### config.mk
export PLATFORM = sky130hd
export DESIGN_NAME = frec_parser
export DESIGN_NICKNAME = d
export VERILOG_FILES = /design/src/frec_pkg.sv /design/src/frec_parser.sv
export SDC_FILE = /design/constraint.sdc
export NUM_CORES = 1
export LEC_CHECK = 0
export BUFFER_PORTS_ARGS = -buffer_cell sky130_fd_sc_hd__buf_2
export CORE_MARGIN = 3
export CORE_UTILIZATION = 35
export CTS_CLUSTER_SIZE = 12
export DETAILED_ROUTE_END_ITERATION = 7
export PLACE_DENSITY = 0.65
export SYNTH_ARGS = -nofsm -noshare
export SYNTH_HDL_FRONTEND = slang
export SYNTH_SLANG_ARGS = --single-unit
export TNS_END_PERCENT = 10
### constraint.sdc
create_clock -name clock -period 2.3 [get_ports clock]
set_input_delay 0 -clock clock [delete_from_list [all_inputs] [get_ports clock]]
set_output_delay 0 -clock clock [all_outputs]
set_load 0.02 [all_outputs]
### src/frec_pkg.sv
// ----------------------------------------------------------------------------
// frec_pkg: shared types and constants for the framed record envelope checker
// Header layout, status codes, envelope state record and the CRC-32 byte step.
// ----------------------------------------------------------------------------
`default_nettype none

package frec_pkg;

   localparam int unsigned HEADER_BYTES = 16;

   localparam logic [7:0] MAGIC_0 = 8'h50;  // 'P'
   localparam logic [7:0] MAGIC_1 = 8'h52;  // 'R'
   localparam logic [7:0] MAGIC_2 = 8'h53;  // 'S'
   localparam logic [7:0] MAGIC_3 = 8'h56;  // 'V'

   localparam logic [31:0] CRC_POLY = 32'hEDB88320;
   localparam logic [31:0] CRC_INIT = 32'hFFFFFFFF;
   localparam logic [31:0] COUNT_MAX = 32'hFFFFFFFF;

   localparam int unsigned CSR_INDEX_W = 8;

   typedef enum logic [CSR_INDEX_W-1:0] {
      REG_CURRENT_VERSION = 8'd0,
      REG_MAX_PAYLOAD     = 8'd1
   } reg_index_type;

   typedef enum logic [2:0] {
      ST_OK      = 3'd0,
      ST_EMPTY   = 3'd1,
      ST_INVALID = 3'd2,
      ST_FUTURE  = 3'd3,
      ST_CORRUPT = 3'd4
   } status_type;

   // header byte positions
   typedef enum logic [3:0] {
      POS_MAGIC_0  = 4'd0,
      POS_MAGIC_1  = 4'd1,
      POS_MAGIC_2  = 4'd2,
      POS_MAGIC_3  = 4'd3,
      POS_VER_LO   = 4'd4,
      POS_VER_HI   = 4'd5,
      POS_HSIZE_LO = 4'd6,
      POS_HSIZE_HI = 4'd7,
      POS_LEN_0    = 4'd8,
      POS_LEN_1    = 4'd9,
      POS_LEN_2    = 4'd10,
      POS_LEN_3    = 4'd11,
      POS_CRC_0    = 4'd12,
      POS_CRC_1    = 4'd13,
      POS_CRC_2    = 4'd14,
      POS_CRC_3    = 4'd15
   } header_pos_type;

   typedef struct packed {
      logic [31:0] byte_count;
      logic        magic_ok;
      logic [15:0] version_word;
      logic [15:0] header_size_word;
      logic [31:0] length_word;
      logic [31:0] stored_crc_word;
      logic [31:0] crc_register;
   } envelope_type;

   typedef struct packed {
      logic [31:0] computed_crc;
      logic [31:0] payload_length;
      logic [15:0] stored_version;
      status_type  status;
   } result_type;

   localparam envelope_type ENVELOPE_CLEAR = '{
      byte_count:       32'd0,
      magic_ok:         1'b1,
      version_word:     16'd0,
      header_size_word: 16'd0,
      length_word:      32'd0,
      stored_crc_word:  32'd0,
      crc_register:     CRC_INIT
   };

   // reflected CRC-32, one byte
   function automatic logic [31:0] crc_byte(input logic [31:0] crc, input logic [7:0] b);
      logic [31:0] c;
      c = crc ^ {24'd0, b};
      for (int k = 0; k < 8; k++) begin
         c = c[0] ? ((c >> 1) ^ CRC_POLY) : (c >> 1);
      end
      return c;
   endfunction

endpackage

`default_nettype wire

### src/frec_parser.sv
// ----------------------------------------------------------------------------
// frec_parser: envelope state tracker
// Captures header fields, checks magic, runs the payload CRC and counts bytes.
// ----------------------------------------------------------------------------
`default_nettype none

module frec_parser (
   input  wire logic               clock,
   input  wire logic               reset,
   input  wire logic               take,        // byte enters the envelope
   input  wire logic               clear,       // envelope closes this cycle
   input  wire logic [7:0]         data_byte,
   output frec_pkg::envelope_type  env_now      // state including this byte
);

   frec_pkg::envelope_type env_ff;
   frec_pkg::envelope_type env_upd;
   frec_pkg::envelope_type env_in;
   logic                   in_header;

   assign in_header = (env_ff.byte_count[31:4] == 28'd0);

   always_comb begin
      env_upd = env_ff;
      if (in_header) begin
         case (frec_pkg::header_pos_type'(env_ff.byte_count[3:0]))
            frec_pkg::POS_MAGIC_0:  env_upd.magic_ok = env_ff.magic_ok &
                                                       (data_byte == frec_pkg::MAGIC_0);
            frec_pkg::POS_MAGIC_1:  env_upd.magic_ok = env_ff.magic_ok &
                                                       (data_byte == frec_pkg::MAGIC_1);
            frec_pkg::POS_MAGIC_2:  env_upd.magic_ok = env_ff.magic_ok &
                                                       (data_byte == frec_pkg::MAGIC_2);
            frec_pkg::POS_MAGIC_3:  env_upd.magic_ok = env_ff.magic_ok &
                                                       (data_byte == frec_pkg::MAGIC_3);
            frec_pkg::POS_VER_LO:   env_upd.version_word[7:0]      = data_byte;
            frec_pkg::POS_VER_HI:   env_upd.version_word[15:8]     = data_byte;
            frec_pkg::POS_HSIZE_LO: env_upd.header_size_word[7:0]  = data_byte;
            frec_pkg::POS_HSIZE_HI: env_upd.header_size_word[15:8] = data_byte;
            frec_pkg::POS_LEN_0:    env_upd.length_word[7:0]       = data_byte;
            frec_pkg::POS_LEN_1:    env_upd.length_word[15:8]      = data_byte;
            frec_pkg::POS_LEN_2:    env_upd.length_word[23:16]     = data_byte;
            frec_pkg::POS_LEN_3:    env_upd.length_word[31:24]     = data_byte;
            frec_pkg::POS_CRC_0:    env_upd.stored_crc_word[7:0]   = data_byte;
            frec_pkg::POS_CRC_1:    env_upd.stored_crc_word[15:8]  = data_byte;
            frec_pkg::POS_CRC_2:    env_upd.stored_crc_word[23:16] = data_byte;
            frec_pkg::POS_CRC_3:    env_upd.stored_crc_word[31:24] = data_byte;
            default:                env_upd = env_ff;
         endcase
      end else begin
         env_upd.crc_register = frec_pkg::crc_byte(env_ff.crc_register, data_byte);
      end
      if (env_ff.byte_count != frec_pkg::COUNT_MAX) begin
         env_upd.byte_count = env_ff.byte_count + 32'd1;
      end
   end

   assign env_now = take ? env_upd : env_ff;

   always_comb begin
      if (clear) begin
         env_in = frec_pkg::ENVELOPE_CLEAR;
      end else begin
         env_in = env_now;
      end
   end

   always_ff @(posedge clock) begin
      if (reset) begin
         env_ff <= frec_pkg::ENVELOPE_CLEAR;
      end else begin
         env_ff <= env_in;
      end
   end

endmodule

`default_nettype wire

-- Word level (Yosys, flattened, before mapping)
Cells that the tools add are included.
- add/sub/neg operators: 1
- bitwise operators: 13
- equality and inequality tests: 20
- reduce and logical (&&, ||, !) cells: 3
- mux-type cells: 25
- operators by type and width (operator ; count):
    two-way mux 32 bit ; 10
    two-way mux 161 bit ; 1
    NOT 13 -> 14 bit ; 8
    two-way mux 97 bit ; 1
    two-way mux 8 bit ; 12
    adder 32 x 1 -> 32 bit (second input constant) ; 1
    == test 4 bit (second input constant) ; 8
    == test 8 x 7 -> 1 bit (second input constant) ; 4
    != test 32 bit (second input constant) ; 1
    XOR 32 x 8 -> 32 bit ; 1
    zero test 28 bit ; 1
    == test 4 x 3 -> 1 bit (second input constant) ; 4
    == test 4 x 2 -> 1 bit (second input constant) ; 2
    AND 1 bit ; 4
    == test 4 x 1 -> 1 bit (second input constant) ; 1
    zero test 4 bit ; 1
    one-hot mux 1 bit (4 select lines) ; 1
    OR reduction 2 bit ; 1
- output and inout port bits: 161
- bits of input ports: 12
- flip-flop bits (word level): 161

-- Longest topological paths before layout
Gate-level depths: netlist (run 1).
- depth after elaboration: 19
- mapped depth: 8
- mapped depth without buffers: 7

-- Least setup slack after synthesis (run 1)
Ideal clock, no wire load.
- kind: register -> register
- start: register env_ff[142] in the netlist's numbering
- end: register env_ff[72] in the netlist's numbering
- stages on the path, launching flop included: 7
- required time: 2.185 ns
- setup time: 0.115 ns
- arrival: 2.198 ns
- clock period less this slack: 2.312 ns
- slack: -0.012 ns
- cell sequence: dfxtp_1 > buf_2 > nor4_4 > nand4_4 > nor4_4 > mux2_4 > and2_1
- RTL lines (what ; line ; RTL):
    from (decl) ; frec_parser.sv:16 ; frec_pkg::envelope_type env_ff;
    from (signal assigned) ; frec_parser.sv:69 ; env_ff <= frec_pkg::ENVELOPE_CLEAR;
    from (signal assigned) ; frec_parser.sv:71 ; env_ff <= env_in;

==> qor.csv, run 1 <==
metric,value,unit
Starting Density,36.2,%
Synth Register Bits,161,
Final Setup Violations,114,
TritonCTS Buffers,17,
Largest regs,env_ff x161,
f_max,412,MHz
grt peak-use layer,met2,
min-delay src,reset,
level count of the clock H-tree,4,
Cells after Synth,787,
Syn-to-layout area delta,38.5,%
first-pass GRT wire length,35500,um
FF-to-FF Start,env_ff[151],
Synth async-reset ratio,0,%
Mean Syn Cell Area,10.2,sq um
critical path arrival,2430,ps
R2R depth,7,
fin crit share,105,%
final hold slack,72.9,ps
via count of the first global-routing pass,6347,
share of post-route cells with drive strength above 1,45.0,%
Reg area,3270,sq um
die width,158,um
Nets,1019,
via/cell ratio,4.99,
Placer Congestion,0.807,
Post-Route Skew,12.3,ps
register area share after synthesis,40.0,%
leakage,0.00496,uW
max-cap violations,0,
n_diodes,0,
largest net degree at the start of global routing,88,
Global Route met3 Usage,5.44,%
met2 capacity usage during global routing,30.1,%
CTS Buffer Depth,2,
DRT iter0 DRCs,343,
status,finished with violations,
DRC Markers,0,
worst-path maximum fanout,8,
final hold violations,0,
routed wire length,23100,um
Tmin final,2430,ps
R2R setup slack,210,ps
1st-pass router iterations,6,
power density over cell area,560,nW/um^2
max-slew violations,0,
failing checks,negative setup slack,
"Top FF cell, synth",dfxtp_1,
CP required,2300,ps
"Reg clk slew, reported paths",70,ps
Final WS setup,-126,ps
relative slew slack,61.2,%
Post-synth EDFFs,0,
DP Cell Count,1255,
Clock Latency Late Sink,440,ps
CTS tree,built,
Final ANT Viol Nets,0,
routed len/inst,17.9,um
Synth cell types,48,
initial antenna violation count,0,
synthesized area,8060,sq um
Reg-to-Reg End,env_ff[76],
Final HPWL DP,16000,um
Hold Buf Count CTS,0,
filler instances,2059,
post-synthesis net count,803,
Place WS,27.2,ps
Hold EP,env_ff[140],
vias,6467,
gr usage total,18.3,%
port bufs,172,
Die Area,24900,sq um
Hold Path Class,primary input to register,
IO Count,173,
Top reg by flops,env_ff,
RSZ-0062 raised after global routing,yes,
fin util,50.2,%
critical path class,register to output port,
Multi-input gate area,4960,sq um
Slew @ Worst Pin,581,ps
CP Capture Type,output port,
Clock Sinks,161,
Root Driver,clkbuf_16,
core box area,22200,sq um
"Cell Count, Final, Fillers Out",1296,
max reg flops,161,
Die Y,158,um
routing usage on met1,23.7,%
synth warn,0,
gr ovfl total,0,
Std-Cell Rows,54,
crit start category,register,
hold depth,3,
"IR drop worst, VDD",0.000337,V
## cell usage after synthesis, drive strengths merged (3+ instances only)
cell / n / share of area (%)
dfxtp: 161 / 40
and2: 111 / 8.6
mux2: 99 / 15
nand2: 67 / 3.1
xnor2: 62 / 6.9
clkbuf: 40 / 1.9
o21ai: 40 / 2.5
o211ai: 33 / 3.1
or3: 22 / 1.7
xor2: 20 / 2.3
nand4: 17 / 1.5
nor4: 15 / 3.3
a21oi: 13 / 0.81
nand3: 13 / 0.96
mux2i: 11 / 1.4
buf: 6 / 0.45
nor2: 6 / 0.28
and4: 5 / 0.54
inv: 5 / 0.23
xnor3: 5 / 1.4
a31oi: 4 / 0.31
ha: 4 / 0.62
nand2b: 4 / 0.31
nor3: 4 / 0.31
a311oi: 3 / 0.33
o31ai: 3 / 0.28
## power by group
group          internal [uW]  total [uW]  leakage (uW)  switching [uW]
combinational            198         484       0.00336             286
clock                   1650        2980      0.000292            1330
sequential              2780        2780       0.00131            2.29
total                   4630        6250       0.00496            1620
## placed cells by master, fill, tap and decap left out, types with 11 or more instances in the layout
| cell type | synthesis | routed |
|---|---|---|
| or3_1 | 22 | 20 |
| dfxtp_2 | 0 | 17 |
| clkbuf_16 | 0 | 17 |
| buf_6 | 1 | 57 |
| a21oi_1 | 13 | 13 |
| o211ai_1 | 33 | 33 |
| mux2_2 | 67 | 51 |
| nor4_4 | 10 | 13 |
| dfxtp_1 | 161 | 137 |
| buf_2 | 5 | 100 |
| nand4_1 | 16 | 16 |
| buf_4 | 0 | 73 |
| mux2_4 | 32 | 48 |
| and2_1 | 109 | 108 |
| xnor2_1 | 60 | 49 |
| xor2_1 | 19 | 18 |
| nand2_1 | 67 | 66 |
| o21ai_0 | 35 | 23 |
| mux2i_1 | 11 | 11 |
| buf_12 | 0 | 11 |
| xnor2_2 | 2 | 12 |
## metrics by stage
stage | setup TNS (ps) | total power (uW) | cell area [sq um]
after floorplan | 0 | 3160 | 8060
after global placement | 0 | 3310 | 9680
after detailed placement | 0 | 3310 | 9680
after CTS | -10230 | 6300 | 10900
after global routing | -21880 | 6480 | 11200
final | -6120 | 6250 | 11200
## metal layers
layer  share of wire (%)  vias up
met5                   0        -
met4                 1.7        0
met3                 5.7       24
met2                  48      154
met1                  45     3094
li1                    -     3195
## cells by family (layout without fill, tap and decap cells)
family / Yosys count / count (layout) / synth area share (%)
simple gates: 272 / 272 / 21.4
flops: 161 / 161 / 40.0
mux: 110 / 110 / 16.7
compound gates: 101 / 101 / 7.84
xor+xnor: 88 / 88 / 10.9
buf+inv: 51 / 280 / 2.55
fa+ha+maj: 4 / 4 / 0.621
## critical path, cell delays in order, from the launching register on
cell and delay (ps):
dfxtp_4 360, nor4_4 380, nand3_4 110, buf_12 170, nor4_4 340, buf_12 180
mux2_4 320, buf_6 140
## repair_timing
| item | CTS | global route |
|---|---|---|
| endpoints found under the setup margin | 158 | 159 |
| resized for setup | 151 | 84 |
| pin swaps | 19 | 11 |
| setup buffers | 6 | 3 |
## how the worst max path moves through the flow
stage	from	end	slack [ps]	cells after the start
2_1_floorplan	env_ff[149]	env_ff[72]	5	6
3_3_place_gp	env_ff[151]	env_ff[72]	20	6
3_5_place_dp	env_ff[3]	env_now[22]	30	6
4_1_cts	env_ff[144]	env_now[77]	-160	7
5_1_grt	env_ff[151]	env_now[79]	-220	7
6_report	env_ff[151]	env_now[77]	-130	7
## final cells by class
class                      count  area share [%]
tap                          280            3.14
inverter                       5           0.168
timing repair buffer         243            17.5
sequential                   161            29.3
clock buffer                  17            3.81
clock inverter                15            1.60
multi-input combinational    575            44.4
No activity file was read; power rests on OpenSTA's default activity.
==> run 2: changes to the inputs <==
--- a/config.mk
+++ b/config.mk
@@ -10,7 +10,7 @@
 export CORE_UTILIZATION = 35
 export CTS_CLUSTER_SIZE = 12
 export DETAILED_ROUTE_END_ITERATION = 7
-export PLACE_DENSITY = 0.65
+export PLACE_DENSITY = 0.63
 export SYNTH_ARGS = -nofsm -noshare
 export SYNTH_HDL_FRONTEND = slang
 export SYNTH_SLANG_ARGS = --single-unit
==> constraint.sdc (replaced) <==
create_clock -name clock -period 2.7 [get_ports clock]
set_input_delay 0 -clock clock [delete_from_list [all_inputs] [get_ports clock]]
set_output_delay 0 -clock clock [all_outputs]
set_load 0.02 [all_outputs]
==> qor.csv, run 2 (synthesis gave the netlist of run 1 again) <==
metric,value,unit,change
status,"complete, no violations",,
1st-pass router iterations,5,,-1
CTS tree,built,,
most frequent cells in the layout,"buf_2 (172), dfxtp_1 (156), and2_1 (109)",,
power density over cell area,518,nW/um^2,-7.6%
core box area,22200,sq um,unchanged
Final Setup Violations,0,,-100%
Finished Cell Area,10000,sq um,-10%
leakage,0.00455,uW,-8.4%
initial antenna violation count,0,,unchanged
share of post-route cells with drive strength above 1,37.7,%,-7.3 points
Final WS setup,29.8,ps,+156 ps
Slew @ Worst Pin,696,ps,+115 ps
critical path class,register to output port,,
Clock Latency Late Sink,430,ps,about the same
"IR drop worst, VDD",0.000334,V,-0.83%
CP required,2700,ps,+400 ps
worst-path maximum fanout,7,,-1
critical path arrival,2670,ps,+240 ps
Hold Path Class,primary input to register,,
"Cell Count, Final, Fillers Out",1261,,-2.7%
Starting Density,36.2,%,unchanged
die width,158,um,unchanged
fin crit share,98.9,%,
Largest regs,env_ff x161,,
"Reg clk slew, reported paths",70,ps,about the same
gr usage total,17.7,%,-0.65 points
f_max,375,MHz,
Area after DPL,9360,sq um,-3.2%
relative slew slack,53.4,%,-7.8 points
routed wire length,22200,um,-4.3%
vias,6261,,-3.2%
Worst path slowest cell,o311ai_0,,
Final HPWL DP,15500,um,-2.7%
level count of the clock H-tree,4,,unchanged
final hold slack,61.4,ps,-11.4 ps
Tmin final,2670,ps,
Placer Congestion,0.796,,-1.4%
Die Y,158,um,unchanged
max-slew violations,0,,unchanged
DRT iter0 DRCs,295,,-14%
crit start category,register,,
Nets,984,,-3.4%
CTS Buffer Depth,2,,unchanged
total power,5180,uW,-17%
gr ovfl total,0,,unchanged
Post-Route Skew,10.7,ps,-1.55 ps
Root Driver,clkbuf_16,,
DP Cell Count,1225,,-2.4%
slowest cell delay on critical path,690,ps,+310 ps
Clock Sinks,161,,unchanged
max-cap violations,0,,unchanged
Place WS,400,ps,+373 ps
via/cell ratio,4.97,,-0.50%
largest net degree at the start of global routing,95,,+8.0%
Syn-to-layout area delta,24.4,%,
final hold violations,0,,unchanged
routed len/inst,17.6,um,-1.6%
R2R setup slack,460,ps,+250 ps
CP cell instances,"and4_1, nand4_1, o311ai_0, o21ai_0, nand2_1, buf_2",,
port bufs,172,,unchanged
WP buf/inv,1,,-2
CP Capture Type,output port,,
max reg flops,161,,unchanged
TritonCTS Buffers,17,,unchanged
"most common cell after layout, fill and taps aside",buf_2,,
via count of the first global-routing pass,6035,,-4.9%
Std-Cell Rows,54,,unchanged
first-pass GRT wire length,34200,um,-3.6%
Final ANT Viol Nets,0,,unchanged
Die Area,24900,sq um,unchanged
RSZ-0062 raised after global routing,yes,,
IO Count,173,,unchanged
DRC Markers,0,,unchanged
n_diodes,0,,unchanged
Top reg by flops,env_ff,,
critical path's top delay family,compound AO/OA/AOI/OAI gates,,
run 2: cell count changes in the layout (fill, tap and decap cells not counted), moves of 7 or more:
cell | previous run | this run
xnor2_2 | 12 | 4
o21ai_2 | 8 | 0
mux2_2 | 51 | 67
o21ai_0 | 23 | 35
dfxtp_2 | 17 | 5
buf_2 | 100 | 172
buf_12 | 11 | 3
buf_6 | 57 | 0
mux2_4 | 48 | 32
xnor2_1 | 49 | 58
buf_4 | 73 | 33
dfxtp_1 | 137 | 156
dfxtp_4 | 7 | 0
run 2: tightest hold or removal path, delay by kind of cell:
family / cells / cell delay, ps
buf+inv: 1 / 240
simple gates: 1 / 150
mux: 1 / 50
run 2: layout make-up:
class | count | area, sq um
clock buffers | 18 | 439
multi-input cells | 575 | 4670
inverters | 5 | 18.8
clock inverters | 14 | 144
fillers | 2154 | 12200
flip-flops and latches | 161 | 3230
well taps | 280 | 350
repair buffers | 208 | 1170
run 2: what timing repair did:
action                                  4_1_cts  5_1_grt
hold buffers                                  0        0
setup buffers                                 0        4
gates resized for setup                       0        8
pin swaps                                     1        3
endpoints found under the setup margin        1       91
run 2: final timing paths:
kind,startpoint,end,depth (start not counted)
worst max-delay path,env_ff[148],env_now[147],6
worst min-delay path,reset,env_ff[141],3
worst min register to register,env_ff[128],env_ff[128],1
worst max register to register,env_ff[152],env_ff[79],7
run 2: power breakdown:
group	total [uW]	switching, uW	internal (uW)
clock	2430	1100	1330
sequential	2380	1.38	2370
combinational	378	233	145
run 2: routing by layer:
layer  GRT usage, %  part of all wire [%]  vias to the layer above
li1               -                     -                     3108
met1           24.0                    47                     2987
met2           28.3                    46                      150
met3           4.46                   5.5                       16
met4           4.55                   1.5                        0
met5              0                     0                        -
run 2: stage by stage:
step                utilization, %  TNS (ps)
global route                  45.1      -624
detailed placement            42.1         0
global placement              42.1         0
floorplan                        -         0
finish                        45.1         0
CTS                           44.7         0
